[src/hw/rtl/cwct_pkg.sv]
// Package for the coordinate write-coalescing table.
// Holds command and status codes, field widths, the control/status structs and their enums.
// No dependencies.
`timescale 1ns / 1ps

package cwct_pkg;

  localparam int CMD_W    = 2;
  localparam int COORD_W  = 24;
  localparam int Y_W      = 8;
  localparam int VAL_W    = 16;
  localparam int IDX_W    = 6;
  localparam int STATUS_W = 3;
  localparam int SLOT_W   = 6;
  localparam int TOTAL_W  = 7;
  localparam int ENTRY_W  = COORD_W + Y_W + COORD_W + VAL_W;
  localparam int IN_W     = 80;
  localparam int OUT_W    = 88;

  localparam logic [CMD_W-1:0] CMD_INSERT = 2'd0;
  localparam logic [CMD_W-1:0] CMD_READ   = 2'd1;
  localparam logic [CMD_W-1:0] CMD_CLEAR  = 2'd2;

  localparam logic [STATUS_W-1:0] ST_UPDATED  = 3'd0;
  localparam logic [STATUS_W-1:0] ST_APPENDED = 3'd1;
  localparam logic [STATUS_W-1:0] ST_FULL     = 3'd2;
  localparam logic [STATUS_W-1:0] ST_READ_OK  = 3'd3;
  localparam logic [STATUS_W-1:0] ST_READ_BAD = 3'd4;
  localparam logic [STATUS_W-1:0] ST_CLEARED  = 3'd5;

  // Read address source for the table memory
  typedef enum logic [1:0] {
    RD_ZERO,
    RD_IN_INDEX,
    RD_NEXT
  } rd_src_t;

  // Result to be formed by the datapath
  typedef enum logic [2:0] {
    RES_NONE,
    RES_UPDATE,
    RES_APPEND,
    RES_FULL,
    RES_READ,
    RES_BAD,
    RES_CLEAR
  } res_op_t;

  typedef struct packed {
    logic    load;     // latch the input item, rewind the scan pointer
    rd_src_t rd_src;
    logic    advance;  // step the scan pointer
    res_op_t res_op;
    logic    emit;     // move the result into the output register
  } ctl_cmd_t;

  typedef struct packed {
    logic match;       // entry under the scan pointer has the item's coordinate
    logic last;        // scan pointer is at the last valid entry
    logic count_zero;
    logic count_full;
    logic index_ok;    // incoming read_index is below the entry count
    logic out_busy;    // output register holds an item not yet taken
  } ctl_sts_t;

endpackage

[src/hw/rtl/cwct_ctrl.sv]
// Controller FSM of the coordinate write-coalescing table.
// Depends on cwct_pkg; drives the command struct of cwct_dp.
`timescale 1ns / 1ps

module cwct_ctrl (
  input  logic                     clk,
  input  logic                     rst_n,
  input  logic                     in_tvalid,
  output logic                     in_tready,
  input  logic [cwct_pkg::CMD_W-1:0] in_command,
  input  cwct_pkg::ctl_sts_t       sts,
  output cwct_pkg::ctl_cmd_t       cmd
);
  import cwct_pkg::*;

  typedef enum logic [1:0] {
    S_IDLE,
    S_SCAN,
    S_RDATA,
    S_EMIT
  } state_t;

  state_t state_r, state_nxt;

  assign in_tready = (state_r == S_IDLE);

  always_comb begin
    state_nxt   = state_r;
    cmd.load    = 1'b0;
    cmd.rd_src  = RD_ZERO;
    cmd.advance = 1'b0;
    cmd.res_op  = RES_NONE;
    cmd.emit    = 1'b0;
    case (state_r)
      S_IDLE: begin
        cmd.rd_src = (in_command == CMD_READ) ? RD_IN_INDEX : RD_ZERO;
        if (in_tvalid) begin
          cmd.load = 1'b1;
          case (in_command)
            CMD_INSERT: begin
              // item registers load at this edge; the append waits for them
              state_nxt = S_SCAN;
            end
            CMD_READ: begin
              if (sts.index_ok) begin
                state_nxt = S_RDATA;
              end else begin
                cmd.res_op = RES_BAD;
                state_nxt  = S_EMIT;
              end
            end
            CMD_CLEAR: begin
              cmd.res_op = RES_CLEAR;
              state_nxt  = S_EMIT;
            end
            default: begin
              cmd.res_op = RES_BAD;
              state_nxt  = S_EMIT;
            end
          endcase
        end
      end
      S_SCAN: begin
        cmd.rd_src = RD_NEXT;
        if (sts.count_zero) begin
          cmd.res_op = RES_APPEND;
          state_nxt  = S_EMIT;
        end else if (sts.match) begin
          cmd.res_op = RES_UPDATE;
          state_nxt  = S_EMIT;
        end else if (sts.last) begin
          cmd.res_op = sts.count_full ? RES_FULL : RES_APPEND;
          state_nxt  = S_EMIT;
        end else begin
          cmd.advance = 1'b1;
        end
      end
      S_RDATA: begin
        cmd.res_op = RES_READ;
        state_nxt  = S_EMIT;
      end
      S_EMIT: begin
        if (!sts.out_busy) begin
          cmd.emit  = 1'b1;
          state_nxt = S_IDLE;
        end
      end
      default: begin
        state_nxt = S_IDLE;
      end
    endcase
  end

  always_ff @(posedge clk) begin
    if (!rst_n) begin
      state_r <= S_IDLE;
    end else begin
      state_r <= state_nxt;
    end
  end

endmodule

[src/hw/rtl/cwct_dp.sv]
// Datapath of the coordinate write-coalescing table: entry memory, entry
// count, scan pointer, coordinate compare, result and output registers.
// Depends on cwct_pkg; commanded by cwct_ctrl.
`timescale 1ns / 1ps

module cwct_dp #(
  parameter int TABLE_DEPTH = 64
) (
  input  logic                          clk,
  input  logic                          rst_n,
  input  logic [cwct_pkg::COORD_W-1:0]  in_x,
  input  logic [cwct_pkg::Y_W-1:0]      in_y,
  input  logic [cwct_pkg::COORD_W-1:0]  in_z,
  input  logic [cwct_pkg::VAL_W-1:0]    in_value,
  input  logic [cwct_pkg::IDX_W-1:0]    in_index,
  input  cwct_pkg::ctl_cmd_t            cmd,
  output cwct_pkg::ctl_sts_t            sts,
  input  logic                          out_tready,
  output logic                          out_tvalid,
  output logic [cwct_pkg::OUT_W-1:0]    out_tdata
);
  import cwct_pkg::*;

  localparam int AW   = (TABLE_DEPTH > 1) ? $clog2(TABLE_DEPTH) : 1;
  localparam int CW   = $clog2(TABLE_DEPTH + 1);
  localparam int CMPW = (CW > IDX_W) ? CW : IDX_W;
  localparam int PADW = OUT_W - (STATUS_W + SLOT_W + TOTAL_W + ENTRY_W);

  logic [ENTRY_W-1:0]  mem [TABLE_DEPTH];
  logic [ENTRY_W-1:0]  rdata_r;

  logic [COORD_W-1:0]  x_r, z_r;
  logic [Y_W-1:0]      y_r;
  logic [VAL_W-1:0]    v_r;
  logic [IDX_W-1:0]    idx_r;
  logic [AW-1:0]       ptr_r;
  logic [CW-1:0]       count_r, count_nxt;

  logic [STATUS_W-1:0] res_status_r, res_status_nxt;
  logic [SLOT_W-1:0]   res_slot_r, res_slot_nxt;
  logic [ENTRY_W-1:0]  res_data_r, res_data_nxt;

  logic                out_valid_r;
  logic [OUT_W-1:0]    out_data_r;

  logic [AW-1:0]       rd_addr;
  logic [AW-1:0]       wr_addr;
  logic                wr_en;
  logic [ENTRY_W-1:0]  item_word;
  logic [AW+IDX_W-1:0] idx_addr_ext;
  logic [AW+SLOT_W-1:0] ptr_slot_ext;
  logic [CW+SLOT_W-1:0] cnt_slot_ext;
  logic [CW+TOTAL_W-1:0] cnt_total_ext;

  // Entry word, lowest bits first: x, y, z, value
  assign item_word     = {v_r, z_r, y_r, x_r};
  assign idx_addr_ext  = {{AW{1'b0}}, in_index};
  assign ptr_slot_ext  = {{SLOT_W{1'b0}}, ptr_r};
  assign cnt_slot_ext  = {{SLOT_W{1'b0}}, count_r};
  assign cnt_total_ext = {{TOTAL_W{1'b0}}, count_r};

  always_comb begin
    case (cmd.rd_src)
      RD_IN_INDEX: rd_addr = idx_addr_ext[AW-1:0];
      RD_NEXT:     rd_addr = ptr_r + AW'(1);
      default:     rd_addr = '0;
    endcase
  end

  assign sts.match      = (rdata_r[COORD_W+Y_W+COORD_W-1:0] == {z_r, y_r, x_r});
  assign sts.last       = ((CW'(ptr_r) + CW'(1)) == count_r);
  assign sts.count_zero = (count_r == '0);
  assign sts.count_full = (count_r == CW'(TABLE_DEPTH));
  assign sts.index_ok   = (CMPW'(in_index) < CMPW'(count_r));
  assign sts.out_busy   = out_valid_r && !out_tready;

  always_comb begin
    count_nxt      = count_r;
    res_status_nxt = res_status_r;
    res_slot_nxt   = res_slot_r;
    res_data_nxt   = res_data_r;
    wr_en          = 1'b0;
    wr_addr        = ptr_r;
    case (cmd.res_op)
      RES_UPDATE: begin
        wr_en          = 1'b1;
        res_status_nxt = ST_UPDATED;
        res_slot_nxt   = ptr_slot_ext[SLOT_W-1:0];
        res_data_nxt   = '0;
      end
      RES_APPEND: begin
        wr_en          = 1'b1;
        wr_addr        = count_r[AW-1:0];
        count_nxt      = count_r + CW'(1);
        res_status_nxt = ST_APPENDED;
        res_slot_nxt   = cnt_slot_ext[SLOT_W-1:0];
        res_data_nxt   = '0;
      end
      RES_FULL: begin
        res_status_nxt = ST_FULL;
        res_slot_nxt   = '0;
        res_data_nxt   = '0;
      end
      RES_READ: begin
        res_status_nxt = ST_READ_OK;
        res_slot_nxt   = idx_r;
        res_data_nxt   = rdata_r;
      end
      RES_CLEAR: begin
        count_nxt      = '0;
        res_status_nxt = ST_CLEARED;
        res_slot_nxt   = '0;
        res_data_nxt   = '0;
      end
      RES_BAD: begin
        res_status_nxt = ST_READ_BAD;
        res_slot_nxt   = '0;
        res_data_nxt   = '0;
      end
      default: begin
      end
    endcase
  end

  // Table memory: one write port, one registered read port
  always_ff @(posedge clk) begin
    if (wr_en) begin
      mem[wr_addr] <= item_word;
    end
    rdata_r <= mem[rd_addr];
  end

  // Item, scan pointer, result payload and output data registers
  always_ff @(posedge clk) begin
    if (cmd.load) begin
      x_r   <= in_x;
      y_r   <= in_y;
      z_r   <= in_z;
      v_r   <= in_value;
      idx_r <= in_index;
      ptr_r <= '0;
    end else if (cmd.advance) begin
      ptr_r <= ptr_r + AW'(1);
    end
    res_status_r <= res_status_nxt;
    res_slot_r   <= res_slot_nxt;
    res_data_r   <= res_data_nxt;
    if (cmd.emit) begin
      out_data_r <= {{PADW{1'b0}}, res_data_r, cnt_total_ext[TOTAL_W-1:0],
                     res_slot_r, res_status_r};
    end
  end

  always_ff @(posedge clk) begin
    if (!rst_n) begin
      count_r     <= '0;
      out_valid_r <= 1'b0;
    end else begin
      count_r <= count_nxt;
      if (cmd.emit) begin
        out_valid_r <= 1'b1;
      end else if (out_tready) begin
        out_valid_r <= 1'b0;
      end
    end
  end

  assign out_tvalid = out_valid_r;
  assign out_tdata  = out_data_r;

endmodule

[src/hw/rtl/coordinate_write_coalescing_table_top.sv]
// Top level of the coordinate write-coalescing table.
// Depends on cwct_pkg, cwct_ctrl and cwct_dp.
`timescale 1ns / 1ps

// Table of pending block edits, each an (x, y, z) coordinate with a 16-bit
// value, up to TABLE_DEPTH entries. An insert item scans the valid entries
// in index order, one entry per cycle out of the entry memory's registered
// read port, and overwrites the value of the first entry with the same
// coordinate; without a match it appends at the entry count, or answers
// "full" when the table holds TABLE_DEPTH entries. A read item returns the
// entry at read_index, a clear item empties the table (the stored bits stay,
// only the count drops to zero). Every item gives exactly one result item.
// One item is in work at a time. An insert ends its scan at the matching
// entry, or at the last entry when nothing matches; an insert into an empty
// table appends without comparing an entry, a good read waits for the
// registered read data, and a clear or a bad read forms its result as the
// item is accepted. The result waits in an output register, and the block
// takes the next item while it waits; only the final hand-over stalls until
// the register is free.
// Entries that were never written are never read, so the memory has no
// reset and no clearing pass; the block takes items right after reset.
module coordinate_write_coalescing_table_top #(
  parameter int TABLE_DEPTH = 64
) (
  input  logic        clk,
  input  logic        rst_n,
  input  logic        in_tvalid,
  output logic        in_tready,
  // [1:0] command, [25:2] coord_x, [33:26] coord_y, [57:34] coord_z,
  // [73:58] block_value, [79:74] read_index
  input  logic [79:0] in_tdata,
  output logic        out_tvalid,
  input  logic        out_tready,
  // [2:0] status, [8:3] slot, [15:9] entry_total, [39:16] out_x,
  // [47:40] out_y, [71:48] out_z, [87:72] out_value
  output logic [87:0] out_tdata
);
  import cwct_pkg::*;

  ctl_cmd_t cmd;
  ctl_sts_t sts;

  cwct_ctrl u_ctrl (
    .clk        (clk),
    .rst_n      (rst_n),
    .in_tvalid  (in_tvalid),
    .in_tready  (in_tready),
    .in_command (in_tdata[1:0]),
    .sts        (sts),
    .cmd        (cmd)
  );

  cwct_dp #(
    .TABLE_DEPTH (TABLE_DEPTH)
  ) u_dp (
    .clk        (clk),
    .rst_n      (rst_n),
    .in_x       (in_tdata[25:2]),
    .in_y       (in_tdata[33:26]),
    .in_z       (in_tdata[57:34]),
    .in_value   (in_tdata[73:58]),
    .in_index   (in_tdata[79:74]),
    .cmd        (cmd),
    .sts        (sts),
    .out_tready (out_tready),
    .out_tvalid (out_tvalid),
    .out_tdata  (out_tdata)
  );

endmodule

[config.mk]
export PLATFORM = sky130hd
export DESIGN_NAME = coordinate_write_coalescing_table_top
export DESIGN_NICKNAME = d
export VERILOG_FILES = /design/src/hw/rtl/cwct_pkg.sv /design/src/hw/rtl/cwct_ctrl.sv /design/src/hw/rtl/cwct_dp.sv /design/src/hw/rtl/coordinate_write_coalescing_table_top.sv
export SDC_FILE = /design/constraint.sdc
export NUM_CORES = 2
export LEC_CHECK = 0
export ABC_AREA = 1
export BUFFER_PORTS_ARGS = -buffer_cell sky130_fd_sc_hd__buf_2
export CAP_MARGIN = 0
export CELL_PAD_IN_SITES_DETAIL_PLACEMENT = 2
export CELL_PAD_IN_SITES_GLOBAL_PLACEMENT = 2
export CORE_UTILIZATION = 35
export CTS_CLUSTER_DIAMETER = 200
export DETAILED_ROUTE_END_ITERATION = 10
export PLACE_DENSITY = 0.74
export SYNTH_ARGS = -nofsm -noshare
export SYNTH_HDL_FRONTEND = slang
export SYNTH_MEMORY_MAX_BITS = 65536
export SYNTH_SLANG_ARGS = --single-unit
[constraint.sdc]
create_clock -name clk -period 9.95 [get_ports clk]
set_input_delay 0 -clock clk [delete_from_list [all_inputs] [get_ports clk]]
set_output_delay 0 -clock clk [all_outputs]
set_load 0.02 [all_outputs]
==> flow_summary.yaml <==
worst_setup_path:
  critPathLaunch: "u_dp.z_r[1]"
  r2r_setup_slack_ns: 1.60
  setup.worst_path.class: "flop to flop"
  cp.arrival_ns: 9.05
  crit_end: "u_dp.mem[53][58]"
  worstPathRequired_ns: 10.65
  r2r.worst_path.cells: 20
  r2r_end: "u_dp.mem[53][58]"
  r2r_start: "u_dp.z_r[1]"
  cp-start-kind: "flop"
  crit_path_end_kind: "flop"
  crit_path_max_fanout: 46
sta:
  tightest_slew_ns: 1.51
  fmax_ghz: 0.120
  hold_viol: 0
  slew_headroom: -0.00514
  fin_ws_ns: 1.60
  drv_slew: 16
  setup_viol: 0
  setup_tns_ns: 0
  rsz0062_at_grt: "no"
  fin_crit_sh: 0.839
  min_period_ns: 8.35
  skew_ns: 0.122
global_routing:
  grt_pass1_vias: 145000
  grt_use_total: 0.291
  grtUsageMet2: 0.475
  grt_max_degree: 186
  met3_usage: 0.0641
  met1_usage: 0.368
  overflow: 0
  grt_antenna_before_repair: 81
  grt_pass1_wl_mm: 1140
  grt-busiest-layer: "met2"
synth:
  avgSynthCellArea_um2: 13.5
  synthTopCellsByCount: "edfxtp_1, nor2_1, o21ai_0"
  synth_top_family_by_area: "compound AO/OA/AOI/OAI gates"
  async_flop_share: 0
  synth_area_leaders: "edfxtp_1, o21ai_0, nor2_1"
  yosys.cell_count.top_type: "edfxtp_1"
  yosys.area.top_type: "edfxtp_1"
  synth_fa_ha_area_frac: 0.000918
  synth.distinct_cells: 40
  syn_nets: 14200
  synthFlopType: "edfxtp_1"
  yosys_warnings: 0
  synth-xor-area-share: 0.000735
  ys_seq_area_frac: 0.774
  synthCells: 14100
  synth-compound-area-share: 0.128
  synth-seq-cells: 4943
  yosys.area.top_type_share: 0.764
  netlist_area_um2: 191000
  synthSimpleGateAreaFrac: 0.0729
  synth_edf_count: 4855
  muxShareOfSynthArea: 0
outcome:
  status: "finished, violations left"
  violations: "capacitance limit, slew limit"
layout:
  area_delta_synth_final_pct: 15.1
  multi_input_area_um2: 39300
  drive_above_1_share: 0.0920
  seq_area_um2: 148000
  stdcell_count: 22000
  final_nets: 14400
  fill_cells: 53600
flow_run:
  cap_violations: 1
route:
  vias: 137000
  drtAntennaViolNets: 0
  drtIter0Drc: 18500
  dr.pass1.iters: 6
  wl_mm: 828
  wl_per_cell_um: 37.6
  drc: 0
  vias_per_cell: 6.21
die:
  dieArea_um2: 548000
  core_area_um2: 542000
  rows: 270
  dieWidth_um: 740
  die_h_um: 740
  initial_core_util: 0.352
  num_io_pins: 174
pwr:
  peakVddDrop_mv: 0.326
  finalPower_uw: 67100
  powerDensity_nw_per_um2: 305
  leakage_uw: 0.0699
cts:
  clk_latency_ns: 1.17
  cts_tree: "built"
  clock-root-buffer: "clkbuf_16"
  cts_buffers: 537
  cts_setup_buffers: 0
  clock_path_buffers: 4
  cts_sinks: 4943
  cts_resized: 0
  hold_buffers: 167
  clk_pin_slew_ns: 0.06
  htree_levels: 6
placement:
  dpl.hpwl_mm: 436
  post-place-cells: 20800
  post-place-ws_ns: 2.01
  gp_congestion: 0.808
  port_buffers: 173
hold_path:
  holdCritPathClass: "input port to flop"
-- cell families (layout without fill, tap and decap cells) --
kind of cell | Yosys count | after routing
compound gates | 4374 | 4374
xor+xnor | 16 | 16
fa+ha+maj | 14 | 14
buf+inv | 1184 | 1818
flops | 4943 | 4943
other cells | 0 | 44
simple gates | 3589 | 3589
-- layout by cell type, fill, tap and decap left out, types with 5 or more instances in the layout --
cell type         n
a21oi_1          19
buf_12           73
buf_2           173
buf_4           256
bufinv_16        34
clkbuf_1        141
clkbuf_16       549
clkbuf_8         16
clkinv_1        106
clkinv_16         5
clkinv_2         78
clkinv_8         13
clkinvlp_4        7
dfxtp_1          88
diode_2          44
dlygate4sd3_1   167
edfxtp_1       4855
ha_1             14
inv_1           154
inv_16            7
inv_2            10
inv_6            21
inv_8             6
nand2_1         305
nand2_2           8
nand3_1         165
nand3_2           6
nand4_1          11
nand4_2           5
nor2_1         2999
nor2_2            6
nor2_4           69
nor3_1            5
o21ai_0        2894
o221ai_1        295
o22ai_1        1146
o22ai_4           5
xnor2_1           9
xor2_1            7
-- sequential cells by signal, summed over array words and instances (netlist names), 6 cells and up --
| name | flops |
|---|---|
| u_dp.mem | 4608 |
| u_dp.out_tdata | 88 |
| u_dp.v_r | 16 |
| u_dp.y_r | 8 |
| u_dp.idx_r | 6 |
| u_dp.x_r | 24 |
| u_dp.count_r | 7 |
| u_dp.res_slot_r | 6 |
| u_dp.rdata_r | 72 |
| u_dp.z_r | 24 |
| u_dp.res_data_r | 72 |
| u_dp.ptr_r | 6 |
-- worst min path at each step --
stage	from	cells after the start	end	slack [ns]
4_1_cts	in_tdata[31]	2	u_dp.y_r[5]	0.004
3_3_place_gp	in_tdata[68]	1	u_dp.v_r[10]	0.18
6_report	in_tdata[10]	2	u_dp.x_r[8]	0.04
3_5_place_dp	in_tdata[69]	1	u_dp.v_r[11]	0.18
5_1_grt	in_tdata[31]	2	u_dp.y_r[5]	0.06
2_1_floorplan	in_tdata[74]	0	u_dp.idx_r[0]	0.1
-- metal layers --
metal  up-vias  wire [um]  part of all wire
met1     72400     312000              0.38
met2      8641     394000              0.48
met3      1959      79900             0.097
met4        30      42400             0.051
met5         -        254           0.00031
li1      53500          -                 -
-- metrics by stage --
stage	instance area, um2	hold WS (ns)	utilization
floorplan	191000	0.0989	-
global placement	201000	0.178	0.371
detailed placement	201000	0.180	0.371
CTS	220000	0.00421	0.405
global route	220000	0.0608	0.405
finish	220000	0.0367	0.405
-- worst max-delay path, stage by stage (launching register included) --
cell	delay, ns
edfxtp_1	0.81
buf_4	0.63
inv_1	0.09
nand2_1	0.07
nand2_1	0.05
nor2_1	0.14
nand2_1	0.10
nor2_1	0.28
nand2_1	0.28
nor2_1	0.76
nand2_1	0.35
nand2_1	0.14
nand2_1	0.06
nand2_1	0.09
nand2_2	0.08
nand4_2	0.41
nand2_1	0.15
nand2_1	0.36
nand4_1	0.94
nor2_4	1.09
buf_4	0.95
-- area by class of cell --
cell class	count	area share
sequential	4943	0.672
multi-input combinational	7993	0.179
antenna	44	0.000501
timing repair buffer	669	0.0270
clock buffer	706	0.0660
tap	7208	0.0411
inverter	175	0.00324
clock inverter	268	0.0115
-- power breakdown --
part	total, uW	switching (uW)	internal, uW
combinational	21200	16800	4460
clock	20300	9120	11200
sequential	25500	749	24800
total	67100	26600	40400
Power figures use the tool's default switching activity.
